[src/rtl/rpws_pkg.sv]
// Shared types and constants for the row projection word segmenter.
`default_nettype none

package rpws_pkg;

    localparam int MAX_DIM_DEF = 4096;
    localparam int OUT_DEPTH   = 4;
    localparam int CFG_IDX_W   = 3;
    localparam int CFG_DATA_W  = 13;

    typedef enum logic [1:0] {
        ST_BOX  = 2'd0,
        ST_DONE = 2'd1,
        ST_ERR  = 2'd2
    } t_status;

    typedef enum logic [CFG_IDX_W-1:0] {
        CFG_AREA_LEFT   = 3'd0,
        CFG_AREA_TOP    = 3'd1,
        CFG_AREA_RIGHT  = 3'd2,
        CFG_AREA_BOTTOM = 3'd3,
        CFG_DARK_THRESH = 3'd4,
        CFG_AREA_PAD    = 3'd5,
        CFG_WORD_MARGIN = 3'd6
    } t_cfg_idx;

    typedef struct packed {
        logic [11:0] pixel_x;
        logic [11:0] pixel_y;
        logic        is_dark;
        logic        frame_end;
    } t_pixel;

    typedef struct packed {
        t_status     status;
        logic [11:0] box_left;
        logic [11:0] box_right;
        logic [11:0] box_top;
        logic [11:0] box_bottom;
        logic [11:0] word_index;
        logic        last;
    } t_result;

endpackage

`default_nettype wire

[src/rtl/row_projection_word_segmenter_unit.sv]
// Top level of the row projection word segmenter.
`default_nettype none

// Takes raster pixels one per clock and counts dark pixels per row inside the
// search area shrunk by the padding; runs of rows above the threshold become
// word boxes spanning the padded width, with the margin added above and below. A pixel is
// judged while it sits in the input register, and its results (a box, and on
// frame end a done or error result) enter a four-entry result queue when it
// leaves that register. Throughput is one pixel per clock while the output
// side keeps up; input stalls only when the queue lacks room for two results.
// Between input and output lie the input register and the result queue.
// Configuration registers are written through i_cfg_we/i_cfg_index/i_cfg_data
// and must only change while the block is idle.

module row_projection_word_segmenter_unit
    import rpws_pkg::*;
#(
    parameter int P_MAX_DIM = MAX_DIM_DEF
) (
    input  wire logic                  i_clk,
    input  wire logic                  i_rst_n,
    input  wire logic                  i_in_valid,
    output logic                       o_in_ready,
    input  wire t_pixel                i_in,
    output logic                       o_out_valid,
    input  wire logic                  i_out_ready,
    output t_result                    o_out,
    input  wire logic                  i_cfg_we,
    input  wire logic [CFG_IDX_W-1:0]  i_cfg_index,
    input  wire logic [CFG_DATA_W-1:0] i_cfg_data
);

    localparam int LIM_INT = (P_MAX_DIM - 1 > 4095) ? 4095 : P_MAX_DIM - 1;
    localparam logic signed [13:0] LIM = 14'(LIM_INT);
    localparam logic [12:0] COUNT_MAX = '1;

    // configuration
    logic [11:0] r_area_left, r_area_top, r_area_right, r_area_bottom;
    logic [12:0] r_dark_thresh;
    logic [10:0] r_area_pad;
    logic [7:0]  r_word_margin;

    // input register
    logic        r_in_valid;
    t_pixel      r_in;

    // frame state
    logic [12:0] r_cnt;
    logic        r_band;
    logic [11:0] r_start;
    logic [11:0] r_wcnt;

    logic signed [13:0] pl, pt, pr, pb, x, y;
    logic signed [13:0] first_row, last_row, top_raw, bot_raw, top_c, bot_c;
    logic        empty, in_area, at_edge, ink, band_after, close_gap, close_bot;
    logic        box_v, fire, room2;
    logic [12:0] cnt_inc;
    logic [11:0] start_after, wcnt_after;
    t_result     box_res, done_res, d0, d1;

    always_ff @(posedge i_clk) begin
        if (!i_rst_n) begin
            r_area_left   <= '0;
            r_area_top    <= '0;
            r_area_right  <= 12'hFFF;
            r_area_bottom <= 12'hFFF;
            r_dark_thresh <= '0;
            r_area_pad    <= '0;
            r_word_margin <= '0;
        end else if (i_cfg_we) begin
            case (i_cfg_index)
                CFG_AREA_LEFT:   r_area_left   <= i_cfg_data[11:0];
                CFG_AREA_TOP:    r_area_top    <= i_cfg_data[11:0];
                CFG_AREA_RIGHT:  r_area_right  <= i_cfg_data[11:0];
                CFG_AREA_BOTTOM: r_area_bottom <= i_cfg_data[11:0];
                CFG_DARK_THRESH: r_dark_thresh <= i_cfg_data;
                CFG_AREA_PAD:    r_area_pad    <= i_cfg_data[10:0];
                CFG_WORD_MARGIN: r_word_margin <= i_cfg_data[7:0];
                default: ;
            endcase
        end
    end

    assign fire       = r_in_valid && room2;
    assign o_in_ready = !r_in_valid || room2;

    always_ff @(posedge i_clk) begin
        if (!i_rst_n) begin
            r_in_valid <= 1'b0;
        end else if (o_in_ready) begin
            r_in_valid <= i_in_valid;
        end
    end

    always_ff @(posedge i_clk) begin
        if (o_in_ready && i_in_valid) begin
            r_in <= i_in;
        end
    end

    // padded area bounds, signed so that an empty area shows as pl > pr or pt > pb
    always_comb begin
        pl = $signed({2'b00, r_area_left})   + $signed({3'b000, r_area_pad});
        pt = $signed({2'b00, r_area_top})    + $signed({3'b000, r_area_pad});
        pr = $signed({2'b00, r_area_right})  - $signed({3'b000, r_area_pad});
        pb = $signed({2'b00, r_area_bottom}) - $signed({3'b000, r_area_pad});
        x  = $signed({2'b00, r_in.pixel_x});
        y  = $signed({2'b00, r_in.pixel_y});
        empty   = (pl > pr) || (pt > pb);
        in_area = !empty && (x >= pl) && (x <= pr) && (y >= pt) && (y <= pb);
        at_edge = in_area && (x == pr);
    end

    // row judgment
    always_comb begin
        cnt_inc     = (r_in.is_dark && r_cnt != COUNT_MAX) ? r_cnt + 13'd1 : r_cnt;
        ink         = cnt_inc > r_dark_thresh;
        close_gap   = at_edge && !ink && r_band;
        band_after  = at_edge ? ink : r_band;
        start_after = (at_edge && ink && !r_band) ? r_in.pixel_y : r_start;
        close_bot   = at_edge && band_after && (y == pb);
        box_v       = close_gap || close_bot;
        wcnt_after  = r_wcnt + 12'(box_v);
    end

    // box rows with margin, clamped into 0 .. limit
    always_comb begin
        first_row = $signed({2'b00, start_after});
        last_row  = close_gap ? y - 14'sd1 : pb;
        top_raw   = first_row - $signed({6'b0, r_word_margin});
        bot_raw   = last_row + $signed({6'b0, r_word_margin});
        top_c     = (top_raw < 0) ? '0 : ((top_raw > LIM) ? LIM : top_raw);
        bot_c     = (bot_raw < 0) ? '0 : ((bot_raw > LIM) ? LIM : bot_raw);
    end

    always_comb begin
        box_res.status     = ST_BOX;
        box_res.box_left   = pl[11:0];
        box_res.box_right  = pr[11:0];
        box_res.box_top    = top_c[11:0];
        box_res.box_bottom = bot_c[11:0];
        box_res.word_index = r_wcnt;
        box_res.last       = 1'b0;

        done_res.status     = empty ? ST_ERR : ST_DONE;
        done_res.box_left   = '0;
        done_res.box_right  = '0;
        done_res.box_top    = '0;
        done_res.box_bottom = '0;
        done_res.word_index = empty ? '0 : wcnt_after;
        done_res.last       = 1'b1;

        d0 = box_v ? box_res : done_res;
        d1 = done_res;
    end

    always_ff @(posedge i_clk) begin
        if (!i_rst_n) begin
            r_cnt   <= '0;
            r_band  <= 1'b0;
            r_start <= '0;
            r_wcnt  <= '0;
        end else if (fire) begin
            if (r_in.frame_end) begin
                // drop any open band and start the next frame clean
                r_cnt   <= '0;
                r_band  <= 1'b0;
                r_start <= '0;
                r_wcnt  <= '0;
            end else begin
                if (in_area) begin
                    r_cnt <= at_edge ? '0 : cnt_inc;
                end
                r_band  <= band_after && !close_bot;
                r_start <= start_after;
                r_wcnt  <= wcnt_after;
            end
        end
    end

    rpws_out_fifo u_out_fifo (
        .i_clk   (i_clk),
        .i_rst_n (i_rst_n),
        .i_push0 (fire && (box_v || r_in.frame_end)),
        .i_push1 (fire && box_v && r_in.frame_end),
        .i_d0    (d0),
        .i_d1    (d1),
        .o_room2 (room2),
        .o_valid (o_out_valid),
        .i_ready (i_out_ready),
        .o_data  (o_out)
    );

endmodule

`default_nettype wire

[src/rtl/rpws_out_fifo.sv]
// Result queue: takes up to two results per cycle, hands out one per cycle while the reader is ready.
`default_nettype none

module rpws_out_fifo
    import rpws_pkg::*;
(
    input  wire logic    i_clk,
    input  wire logic    i_rst_n,
    input  wire logic    i_push0,
    input  wire logic    i_push1,
    input  wire t_result i_d0,
    input  wire t_result i_d1,
    output logic         o_room2,
    output logic         o_valid,
    input  wire logic    i_ready,
    output t_result      o_data
);

    localparam int PTR_W = $clog2(OUT_DEPTH);

    t_result            r_mem [OUT_DEPTH];
    logic [PTR_W-1:0]   r_wr_ptr, r_rd_ptr;
    logic [PTR_W:0]     r_count;
    logic [PTR_W:0]     n_count;
    logic [PTR_W-1:0]   wr_ptr1;
    logic               pop;
    logic [1:0]         push_n;

    assign pop     = (r_count != '0) && i_ready;
    assign push_n  = {1'b0, i_push0} + {1'b0, i_push1};
    assign wr_ptr1 = r_wr_ptr + PTR_W'(1);
    assign n_count = r_count + (PTR_W+1)'(push_n) - (PTR_W+1)'(pop);
    assign o_room2 = r_count <= (PTR_W+1)'(OUT_DEPTH - 2);
    assign o_valid = r_count != '0;
    assign o_data  = r_mem[r_rd_ptr];

    always_ff @(posedge i_clk) begin
        if (i_push0) begin
            r_mem[r_wr_ptr] <= i_d0;
        end
        if (i_push1) begin
            r_mem[wr_ptr1] <= i_d1;
        end
    end

    always_ff @(posedge i_clk) begin
        if (!i_rst_n) begin
            r_wr_ptr <= '0;
            r_rd_ptr <= '0;
            r_count  <= '0;
        end else begin
            r_wr_ptr <= r_wr_ptr + PTR_W'(push_n);
            if (pop) begin
                r_rd_ptr <= r_rd_ptr + PTR_W'(1);
            end
            r_count <= n_count;
        end
    end

endmodule

`default_nettype wire
[config.mk]
export PLATFORM = sky130hd
export DESIGN_NAME = row_projection_word_segmenter_unit
export DESIGN_NICKNAME = d
export VERILOG_FILES = /design/src/rtl/rpws_pkg.sv /design/src/rtl/row_projection_word_segmenter_unit.sv /design/src/rtl/rpws_out_fifo.sv
export SDC_FILE = /design/constraint.sdc
export NUM_CORES = 1
export LEC_CHECK = 0
export BUFFER_PORTS_ARGS = -buffer_cell sky130_fd_sc_hd__clkbuf_2
export CAP_MARGIN = 15
export CORE_ASPECT_RATIO = 0.7
export CORE_MARGIN = 2
export CORE_UTILIZATION = 60
export DETAILED_ROUTE_END_ITERATION = 16
export PLACE_DENSITY = 0.87
export SETUP_SLACK_MARGIN = 0.4
export SLEW_MARGIN = 15
export SYNTH_ARGS = -nofsm -noshare
export SYNTH_HDL_FRONTEND = slang
export SYNTH_SLANG_ARGS = --single-unit
[constraint.sdc]
create_clock -name i_clk -period 10.5 [get_ports i_clk]
set_input_delay 2.1 -clock i_clk [delete_from_list [all_inputs] [get_ports i_clk]]
set_output_delay 2.1 -clock i_clk [all_outputs]
set_load 0.05 [all_outputs]
==> summary.md, run 1 <==
| Metric | Value |
|---|---|
| Mean Syn Cell Area | 9.510 sq um |
| Initial antenna violation count | 0 |
| Final setup TNS | 0 ns |
| CTS tree | built |
| First-pass DRT Iterations | 6 |
| Diode count | 0 |
| CP Class | reg -> reg |
| Critical Path RT | 10.91 ns |
| Max H-tree Level | 2 |
| Total gr overflow | 0 |
| Skew-Pair Late Insertion Delay | 0.55 ns |
| Async S/R FF share, synth | 0% |
| DR vias/cell | 6.675 |
| WL/cell | 22.95 microns |
| CP arrival | 9.05 ns |
| Placer congestion estimate | 0.9535 |
| CP endpoint kind | flop |
| Main synth FF type | dfxtp_1 |
| Yosys top cell area share | 28.18% |
| CTS Buffer Depth | 3 |
| Total Routed Length | 68.13 mm |
| Top cell by count, worst path | a21o_1 |
| IO buf count | 111 |
| Layout area overhead | 8.731% |
| Power per Cell Area | 154.2 nW/um^2 |
| Hold_buf cts | 0 |
| NumNets Final | 2645 |
| Post-synthesis cell type count | 99 |
| Final Max Tran Viols | 0 |
| Drc violations | 0 |
| Final setup viols | 0 |
| Starting density of the core | 61.37% |
| Number of synthesized flops with an enable pin | 82 |
| VDD IR max | 0.1260 mV |
| Antenna violation net count after detailed routing | 0 |
| Sequential share of the synthesized area | 38.88% |
| Post-CTS Repair Setup Buffers | 0 |
| Drt initial violations | 2452 |
| Total track usage | 33.97% |
| Status | finished clean |
| CP max-delay cell | a2111oi_1 |
| Commonest non-fill, non-tap cell in the layout | dfxtp_1 |
| Worst slew pin tran | 1.226 ns |
| Max-cap violations | 0 |
| Area of the mapped netlist | 23010 sq um |
| First-pass GRT wire length | 108.0 mm |
| Clock Sinks | 406 |
| Die height | 167.9 microns |
| Core Box Area | 37500 sq um |
| Layout cells sized above 1 | 12.70% |
| Final Non-Filler Cells | 2969 |
| Largest net degree at the start of global routing | 88 |
| Cell taking the most area after synthesis | dfxtp_1 |
| Die span in x | 238.1 microns |
| Vias | 19819 |
| Cell count after synthesis | 2420 |
| Die Area | 39960 sq um |
| Core Rows | 59 |
| Post-CTS resize count | 0 |
| Top post-synthesis cells by area | dfxtp_1, edfxtp_1, ha_1, mux4_2, nand2_1 |
| Hold/Removal Path Class | reg -> reg |
| Setup Skew | 0.01837 ns |
| Placed insts | 2897 |
| Most frequent cells in the layout | dfxtp_1, nand2_1, ha_1 |
| Period utilization | 82.33% |
| Crit path max fanout | 23 |
| Dpl hpwl | 47.96 mm |
| FMAX | 115.7 MHz |
| CTS root buffer | clkbuf_16 |
| Vias in the first global route | 19572 |
| Hold Violations, Final | 0 |
| CTS clk-pin slew, worst paths | 0.07 ns |
| Unrepaired setup endpoints after global routing | no |
| Post-synth net total | 2614 |
| LEAKAGE | 9.642 nW |
| Rel. slew slack | 18.00% |
| Yosys warns | 0 |
| Worst Setup Start Kind | flop |
| Fin crit period | 8.645 ns |
| Max stage delay on crit path | 0.67 ns |
| # IOs | 112 |
| CTS Buf Count | 40 |
| Post-synthesis register bit count | 406 |
[sequential cells by signal (all words and copies together) (netlist names), 13 cells and up, named ones only]
signal,count
u_out_fifo.r_mem,252
r_in,26
r_cnt,13
r_dark_thresh,13
[per-layer routing]
| layer | vias up | global-route usage, % | share of wire (%) | wire length [microns] |
|---|---|---|---|---|
| met5 | - | 0 | 0 | 0 |
| met4 | 0 | 11.71 | 3.0 | 2022 |
| met3 | 186 | 7.362 | 11 | 7243 |
| met2 | 1128 | 52.30 | 44 | 29940 |
| met1 | 9515 | 47.56 | 42 | 28930 |
| li1 | 8990 | - | - | - |
[worst max-delay path, delay by kind of cell, from the launching register on]
kind	cells	cell delay (ns)
AO/OA/AOI/OAI	21	4.79
adder cells (fa/ha/maj)	5	1.59
buffers and inverters	4	0.76
AND/OR/NAND/NOR	4	0.57
flip-flops	1	0.45
XOR/XNOR	1	0.31
[through the flow]
stage | setup slack (ns) | instance area [sq um] | total power, mW | util, % | hold slack [ns]
4_1_cts | 2.068 | 25010 | 3.851 | 66.68 | 0.4500
3_3_place_gp | 2.335 | 23700 | 2.393 | 63.20 | 0.4366
5_1_grt | 1.198 | 25020 | 3.980 | 66.73 | 0.4724
2_1_floorplan | 2.970 | 23010 | 2.219 | - | 0.4258
6_report | 1.855 | 25020 | 3.859 | 66.73 | 0.4492
3_5_place_dp | 2.129 | 23700 | 2.412 | 63.20 | 0.4420
[logic make-up (layout without fill, tap and decap cells)]
kind of cell | count (synthesis) | in the layout | share of synthesized area [%]
AO/OA/AOI/OAI | 675 | 675 | 21.16
XOR/XNOR | 74 | 74 | 3.028
adder cells (fa/ha/maj) | 152 | 152 | 8.443
buffers and inverters | 264 | 325 | 4.920
flip-flops | 406 | 406 | 38.88
multiplexers | 93 | 93 | 7.513
AND/OR/NAND/NOR | 756 | 756 | 16.05
[worst paths after layout]
check	startpoint	to	slack, ns	cells past startpoint
worst max-delay path	r_area_pad[0]	u_out_fifo.r_mem[3][21]	1.86	35
worst min-delay path	u_out_fifo.r_mem[2][0]	u_out_fifo.r_mem[2][0]	0.45	2
worst max register to register	r_area_pad[0]	u_out_fifo.r_mem[3][21]	1.86	35
worst min register to register	u_out_fifo.r_mem[2][0]	u_out_fifo.r_mem[2][0]	0.45	2
[power breakdown]
group          total (mW)  internal, mW  switching (mW)  leakage, nW
combinational       0.700         0.245           0.455         5.64
clock                1.46         0.823           0.639        0.644
sequential           1.70          1.63          0.0695         3.36
total                3.86          2.70            1.16         9.64
[Yosys cell counts (all sizes together), types with 8 or more instances]
cell	n
dfxtp	324
nand2	277
ha	140
o21ai	136
nand3	132
inv	122
o2bb2ai	113
nor2	101
clkbuf	85
a21oi	82
edfxtp	82
a21boi	72
mux4	63
buf	56
a21o	54
xnor2	41
nor2b	36
nor3	35
a22o	32
and2	31
nand2b	31
xor2	30
and3	27
nand4	25
a211oi	23
mux2i	22
a31oi	21
o21a	20
o211ai	17
or3	17
a22oi	16
o31ai	11
nor4	10
a211o	9
mux2	8
o22ai	8
or2	8
[area by class of cell]
class	count	area, sq um
clock buffers	49	1097
clock inverters	23	206.4
fillers	2973	12480
inverters	123	461.7
multi-input cells	1750	12990
flip-flops and latches	406	8956
well taps	488	610.6
repair buffers	130	698.2
Power figures use the tool's default switching activity.
==> run 2, diff against run 1 <==
- clock period: 10.5 -> 8.25 ns (I/O delays scaled with it)
==> run 2 against run 1 <==
- routed wire length grew 1.3%
- worst setup slack lost 1.3 ns
- cell area grew 1.6%
- clock power grew 33%
- combinational power grew 30%
- worst hold slack gained 0.0082 ns
- total power grew 30%
- critical path depth shrank 1
- critical path type unchanged
==> summary.md, run 2 (same netlist as run 1, synthesis figures left out) <==
| Metric | Value |
|---|---|
| DP Area | 23770 sq um (+0.28%) |
| Antenna violation net count after detailed routing | 0 (unchanged) |
| Rel. slew slack | 20.30% (+2.3 points) |
| Most frequent cells in the layout | dfxtp_1, nand2_1, ha_1 |
| Core Box Area | 37500 sq um (unchanged) |
| Die height | 167.9 microns (unchanged) |
| Initial antenna violation count | 1 (+1) |
| Total track usage | 33.83% (-0.14 points) |
| WL/cell | 23.09 microns (+0.63%) |
| Buf+Inv Stages, Crit Path | 4 (unchanged) |
| Setup Skew | 0.01884 ns (+0.0004722 ns) |
| Die Area | 39960 sq um (unchanged) |
| FMAX | 130.3 MHz (+13%) |
| Layout cells sized above 1 | 14.51% (+1.8 points) |
| Final worst setup slack | 0.5771 ns (-1.278 ns) |
| Final setup TNS | 0 ns (unchanged) |
| Placer congestion estimate | 0.9469 (-0.69%) |
| Top cell by count, worst path | a21o_1 |
| Worst Setup Start Kind | flop |
| CTS tree | built |
| Final Cell Area | 25410 sq um (+1.6%) |
| DR vias/cell | 6.722 (+0.69%) |
| Switching fraction of total power | 30.02% (-0.13 points) |
| P_int | 3.505 mW (+30%) |
| Pre-CTS worst setup slack | 0.05320 ns (-2.076 ns) |
| Final hold slack | 0.4574 ns (+0.008225 ns) |
| Psw | 1.504 mW (+29%) |
| Clock power share | 38.7% (+0.8 points) |
| Clock Sinks | 406 (unchanged) |
| Layout area overhead | 10.42% |
| Largest net degree at the start of global routing | 88 (unchanged) |
| Delay-heaviest family, CP | compound AO/OA/AOI/OAI gates |
| First-pass DRT Iterations | 8 (+2) |
| First-pass GRT wire length | 106.7 mm (-1.2%) |
| Max H-tree Level | 2 (unchanged) |
| Placed insts | 2905 (+0.28%) |
| Status | finished clean |
| CTS Buf Count | 40 (unchanged) |
| # IOs | 112 (unchanged) |
| Seq pwr share | 43.1% (-0.9 points) |
| Fill cells | 2885 (-3.0%) |
| Util after Layout | 67.76% (+1.0 points) |
| Skew-Pair Late Insertion Delay | 0.57 ns (+0.02 ns) |
| Max stage delay on crit path | 0.43 ns (-0.24 ns) |
| Max reg flops | 252 (unchanged) |
| Period utilization | 93.00% (+11 points) |
| Power per Cell Area | 197.1 nW/um^2 (+28%) |
| Crit path max fanout | 20 (-13%) |
| Vias | 20091 (+1.4%) |
| CP max-delay cell | fa_1 |
| Starting density of the core | 61.37% (unchanged) |
| CP Class | reg -> reg |
| Diode count | 0 (unchanged) |
| Hold Violations, Final | 0 (unchanged) |
| NumNets Final | 2664 (+0.72%) |
| Top Registers | u_out_fifo.r_mem (252), r_in (26) |
| IO buf count | 111 (unchanged) |
| Total gr overflow | 0 (unchanged) |
| Commonest non-fill, non-tap cell in the layout | dfxtp_1 |
| Final Max Tran Viols | 0 (unchanged) |
| Unrepaired setup endpoints after global routing | yes |
| CP endpoint kind | flop |
| Drc violations | 0 (unchanged) |
| Critical Path RT | 8.73 ns (-2.18 ns) |
| LEAKAGE | 9.823 nW (+1.9%) |
| CP arrival | 8.16 ns (-0.89 ns) |
| Drt initial violations | 2508 (+2.3%) |
| Core Rows | 59 (unchanged) |
| Dpl hpwl | 48.17 mm (+0.43%) |
| Final setup viols | 0 (unchanged) |
| Worst slew pin tran | 1.192 ns (-0.03428 ns) |
| Total Routed Length | 69.02 mm (+1.3%) |
| Hold/Removal Path Class | reg -> reg |
| Die span in x | 238.1 microns (unchanged) |
| Overall power | 5.008 mW (+30%) |
| VDD IR max | 0.1840 mV (+46%) |
| Vias in the first global route | 19211 (-1.8%) |
| Combinational share of power | 18.2% (about the same) |
| Fin crit period | 7.673 ns (-0.9718 ns) |
| Most flops, register | u_out_fifo.r_mem |
| CTS clk-pin slew, worst paths | 0.07 ns (about the same) |
| Max-cap violations | 0 (unchanged) |
| CTS root buffer | clkbuf_16 |
| Final Non-Filler Cells | 2989 (+0.67%) |
| CTS Buffer Depth | 3 (unchanged) |
==> run 2: changes by cell type in the layout (fill, tap and decap cells not counted), moves of 4 or more <==
cell	change
a21oi_1	-5
a21oi_2	+4
buf_4	+18
clkbuf_8	+4
clkinv_2	-5
xnor2_1	-6
xnor2_2	+6
==> run 2: final cells by class <==
cell class / instances / area [sq um] / area share, %
Inverter: 123 / 461.7 / 1.817
Clock inverter: 16 / 187.7 / 0.7386
Multi-Input combinational cell: 1750 / 13160 / 51.79
Sequential cell: 406 / 8959 / 35.25
Clock buffer: 57 / 1189 / 4.677
Timing Repair Buffer: 149 / 844.6 / 3.323
Tap cell: 488 / 610.6 / 2.403
==> run 2: worst register-to-register path: cells and delay by family (launching register included) <==
family / cells / cell delay (ns)
AND/OR/NAND/NOR: 4 / 0.65
AO/OA/AOI/OAI: 20 / 4.14
buffers and inverters: 4 / 0.63
XOR/XNOR: 1 / 0.20
flip-flops: 1 / 0.41
adder cells (fa/ha/maj): 5 / 1.56
==> run 2: timing repair <==
| item | CTS | global route |
|---|---|---|
| resized for setup | 7 | 29 |
| buffers inserted | 0 | 11 |
| hold buffers | 0 | 0 |
| endpoints found under the setup margin | 57 | 74 |
| pin swaps | 0 | 11 |
==> run 2: power by group through the flow <==
| stage | combinational (mW) | clock, mW | sequential (mW) |
|---|---|---|---|
| global placement | 0.849 | 0 | 2.20 |
| CTS | 0.878 | 1.94 | 2.16 |
| finish | 0.911 | 1.94 | 2.16 |
| detailed placement | 0.869 | 0 | 2.20 |
| floorplan | 0.690 | 0 | 2.13 |
| global route | 0.975 | 2.02 | 2.16 |
==> run 2: worst paths after layout <==
path                            from                      end  slack [ns]  cells after the start
max                    r_area_pad[0]  u_out_fifo.r_mem[2][18]        0.58                     34
min          u_out_fifo.r_mem[2][26]  u_out_fifo.r_mem[2][26]        0.46                      1
max reg2reg            r_area_pad[0]  u_out_fifo.r_mem[2][18]        0.58                     34
min reg2reg  u_out_fifo.r_mem[2][26]  u_out_fifo.r_mem[2][26]        0.46                      1
==> run 2: layer usage <==
metal	wire length, microns	global-route usage, %	share of wire, %	vias to the layer above
li1	-	-	-	9019
met1	29360	47.69	43	9754
met2	29840	50.99	43	1142
met3	7615	8.100	11	174
met4	2197	11.93	3.2	2
met5	7	0	0.010	-
